[src/sv/kdvls_pkg.sv]
`default_nettype none

package kdvls_pkg;

   localparam int SAMPLE_W    = 32;
   localparam int COEFF_W     = 32;
   localparam int WIN_DEPTH   = 5;
   localparam int OLD_DEPTH   = 3;
   localparam int ACC_W       = 98;
   localparam int ADV_SHIFT   = 54;
   localparam int ADV_W       = 45;
   localparam int DISP_PROD_W = 66;
   localparam int DISP_SHIFT  = 30;
   localparam int DISP_W      = 38;
   localparam int RES_W       = 46;

   // window slot of the newest sample
   localparam logic [2:0] POS_NEWEST = 3'd4;

   // configuration register indexes
   localparam logic [0:0] REG_ADVECT   = 1'b0;
   localparam logic [0:0] REG_DISPERSE = 1'b1;

   typedef logic signed [SAMPLE_W-1:0] sample_type;

   // stencil operands in sign-magnitude form
   typedef struct packed {
      logic        sum_neg;
      logic [32:0] sum_mag;
      logic        diff_neg;
      logic [31:0] diff_mag;
      logic        sten_neg;
      logic [33:0] sten_mag;
   } operand_type;

   // one multiply issue: accumulate, clear first, shift in 32-bit limbs
   typedef struct packed {
      logic       issue;
      logic       clr;
      logic [1:0] shift;
   } mac_ctl_type;

endpackage

`default_nettype wire

[src/sv/kdvls_mac.sv]
`default_nettype none

module kdvls_mac
   import kdvls_pkg::*;
(
   input  wire logic              clock,
   input  wire logic              reset,
   input  wire mac_ctl_type       ctl,
   input  wire logic [31:0]       op_a,
   input  wire logic [31:0]       op_b,
   output logic      [ACC_W-1:0]  acc
);

   logic [63:0]      prod_ff;
   mac_ctl_type      tag_ff;
   logic [ACC_W-1:0] acc_ff;
   logic [ACC_W-1:0] acc_in;
   logic [ACC_W-1:0] addend;

   always_comb begin
      addend = ACC_W'(prod_ff) << {tag_ff.shift, 5'b00000};
      acc_in = acc_ff;
      if (tag_ff.issue) begin
         acc_in = (tag_ff.clr ? {ACC_W{1'b0}} : acc_ff) + addend;
      end
   end

   always_ff @(posedge clock) begin
      prod_ff <= op_a * op_b;
      acc_ff  <= acc_in;
      if (reset) begin
         tag_ff <= '0;
      end else begin
         tag_ff <= ctl;
      end
   end

   assign acc = acc_ff;

endmodule

`default_nettype wire

[config.mk]
export PLATFORM = sky130hd
export DESIGN_NAME = kdvls_mac
export DESIGN_NICKNAME = d
export VERILOG_FILES = /design/src/sv/kdvls_pkg.sv /design/src/sv/kdvls_mac.sv
export SDC_FILE = /design/constraint.sdc
export NUM_CORES = 2
export LEC_CHECK = 0
export ABC_AREA = 1
export BUFFER_PORTS_ARGS = -buffer_cell sky130_fd_sc_hd__buf_2
export CORE_AREA = 2 2 416 418
export CTS_BUF_LIST = sky130_fd_sc_hd__clkbuf_8
export DETAILED_ROUTE_END_ITERATION = 6
export DIE_AREA = 0 0 418 420
export PLACE_DENSITY = 0.52
export SYNTH_ARGS = -nofsm -noshare
export SYNTH_HDL_FRONTEND = slang
export SYNTH_SLANG_ARGS = --single-unit
[constraint.sdc]
create_clock -name clock -period 7.5 [get_ports clock]
set_input_delay 1.5 -clock clock [delete_from_list [all_inputs] [get_ports clock]]
set_output_delay 1.5 -clock clock [all_outputs]
set_load 0.01 [all_outputs]
==> run_results.csv <==
group,metric,value,unit
die,die_w,418,µm
status,status,"finished, violations left",
global_routing,grt_antenna_before_repair,7,
clock_tree,htreeDepth,4,
die,coreArea,171000,µm²
timing,fin_crit,7304,ps
worst_setup_path,crit_type,"in -> reg",
synth,seq_area_frac_synth,8.439,%
synth,syn_nets,8623,
synth,async_flop_share,0,%
layout,final_common_cell,"inv_1",
worst_setup_path,crit_required,8030,ps
synth,synth_area,51000,µm²
synth,synth.area.top_cells,"fa_1 35%, inv_1 16%, nand2_1 16%",
synth,synth_top_area_share,35.21,%
place,post-dp-hpwl,169.1,mm
clock_tree,clkLatencyLatePin,630,ps
worst_setup_path,cpMaxStageDelayCell,"fa_2",
worst_setup_path,setup.worst_path.end_class,"flip-flop",
worst_setup_path,cp_common_cell,"fa_1",
place,gp_congestion,0.9855,
worst_setup_path,critPathMaxStageDelay,590,ps
drt,drc,1,
layout,final_cell_mix,"2151 x inv_1, 2116 x nand2_1, 894 x fa_1",
min_path,hold_depth,3,
worst_setup_path,critPathMaxFanout,6,
timing,rsz0062_at_grt,"yes",
timing,drv_slew,0,
layout,n_fill_cell,18550,
status,violations,"DRC",
worst_setup_path,worstPathArrival,7830,ps
global_routing,grt_max_degree,108,
die,die_area,175600,µm²
place,io_buffers,167,
worst_setup_path,startpoint_type,"input port",
drt,wl,189.1,mm
drt,vias,45310,
timing,worst_pin_slew,1084,ps
global_routing,grt_usage,21.85,%
clock_tree,clkTransAtPathRegs,120,ps
timing,period_share,97.38,%
clock_tree,cts_inserted_buffers,17,
layout,area_delta_synth_final,14.60,%
die,num_rows,152,
synth,synth_cell_types,45,
worst_setup_path,timing.reg2reg.setup_slack,3320,ps
die,start_util,29.83,%
layout,final_core_util,34.18,%
clock_tree,cts_tree,"yes",
min_path,hold_class,"reg -> reg",
global_routing,overflow,0,
global_routing,grt_pass1_vias,47000,
clock_tree,ctsHoldBuffers,0,
synth,yosysTopAreaCell,"fa_1",
drt,wl_per_cell,19.03,µm
synth,avgSynthCellArea,6.990,µm²
drt,routed_via_density,4.560,
clock_tree,clock_path_buffers,2,
die,dieHeight,420,µm
drt,drt_iter0_markers,2821,
synth,postSynthCellCount,7296,
timing,final.setup_skew,35.50,ps
layout,layout.nets,9015,
timing,max_freq,136.9,MHz
global_routing,grt_pass1_wl,288.5,mm
timing,hold_viol,0,
synth,synth-seq-cells,166,
die,pin_count,168,
synth,synth_edf_count,98,
clock_tree,cts_sinks,166,
clock_tree,clock-root-buffer,"clkbuf_8",
timing,setup-violations-final,0,
synth,synth_top_flop_cell,"edfxtp_1",
job,cap_violations,0,
layout,drive_gt1_share,11.10,%
timing,slew_headroom,27.10,%
worst_setup_path,worstRegToRegCells,14,
synth,synth_warnings,0,
drt,firstDrtPassIters,7,
drt,postRouteAntennaNets,0,
-- synth_stat cells (43+ instances only) --
library cell	instances
a21oi_1	221
clkbuf_1	221
dfxtp_1	68
edfxtp_1	98
fa_1	897
ha_1	360
inv_1	2152
nand2_1	2117
nand3_1	194
nor2_1	397
nor2_2	54
nor3_1	43
o21ai_0	125
xor2_1	93
-- path summary, 6_finish.rpt --
path / from / to
min: acc[0] / acc[0]
max: op_a[27] / prod_ff[30]
min reg2reg: acc[0] / acc[0]
max reg2reg: tag_ff[1] / acc[86]
-- through the flow --
step	area (µm²)	worst slack (ps)	hold slack (ps)	instances	setup TNS (ps)
6_report	58450	196.2	755.3	9936	0
5_1_grt	58440	-33.15	795.7	9935	-54.68
4_1_cts	58120	3.193	789.9	9932	0
3_5_place_dp	57710	-819.7	764.3	9900	-27580
3_3_place_gp	57710	-856.7	753.0	9900	-26660
2_1_floorplan	51000	213.3	693.6	7296	0
-- critical path, delay by kind of cell --
kind | cells | cell delay [ps]
fa+ha+maj | 9 | 4380
xor+xnor | 1 | 130
compound gates | 2 | 300
buf+inv | 9 | 1060
simple gates | 4 | 410
-- cell type report --
class / count / area (µm²) / area share [%]
multi-input combinational: 4714 / 37840 / 64.74
inverter: 2182 / 8190 / 14.01
timing repair buffer: 607 / 4913 / 8.407
sequential: 166 / 4315 / 7.383
tap: 2233 / 2794 / 4.780
clock buffer: 17 / 234.0 / 0.4003
clock inverter: 15 / 157.7 / 0.2697
antenna: 2 / 5.005 / 0.008563
-- sequential cells by signal, summed over array words and instances (netlist names) --
| signal | count |
|---|---|
| acc | 98 |
| prod_ff | 64 |
| tag_ff | 4 |
-- layer usage --
| layer | wire [µm] | up-vias | GRT usage [%] | part of all wire (%) |
|---|---|---|---|---|
| li1 | - | 21630 | - | - |
| met1 | 83620 | 22330 | 29.09 | 44 |
| met2 | 91390 | 1137 | 37.95 | 48 |
| met3 | 8228 | 212 | 1.802 | 4.4 |
| met4 | 5798 | 4 | 5.874 | 3.1 |
| met5 | 23 | - | 0 | 0.012 |
-- cell families (layout without fill, tap and decap cells) --
| family | count (synthesis) | count (layout) | share of synthesized area [%] |
|---|---|---|---|
| AO/OA/AOI/OAI | 425 | 425 | 4.575 |
| XOR/XNOR | 106 | 106 | 1.820 |
| adder cells (fa/ha/maj) | 1257 | 1257 | 44.04 |
| buffers and inverters | 2416 | 2821 | 17.79 |
| flip-flops | 166 | 166 | 8.439 |
| multiplexers | 1 | 1 | 0.01963 |
| other | 0 | 2 | 0 |
| AND/OR/NAND/NOR | 2925 | 2925 | 23.32 |
-- repair_timing --
| item | in CTS | in global routing |
|---|---|---|
| resized for setup | 7 | 99 |
| pin swaps | 0 | 6 |
| cloned | 0 | 1 |
| setup endpoints to repair | 6 | 41 |
| setup buffers | 0 | 1 |
Power is left out: the tool's default activity adds up to more than one toggle a clock period on the data nets, which glitch-free logic cannot reach.
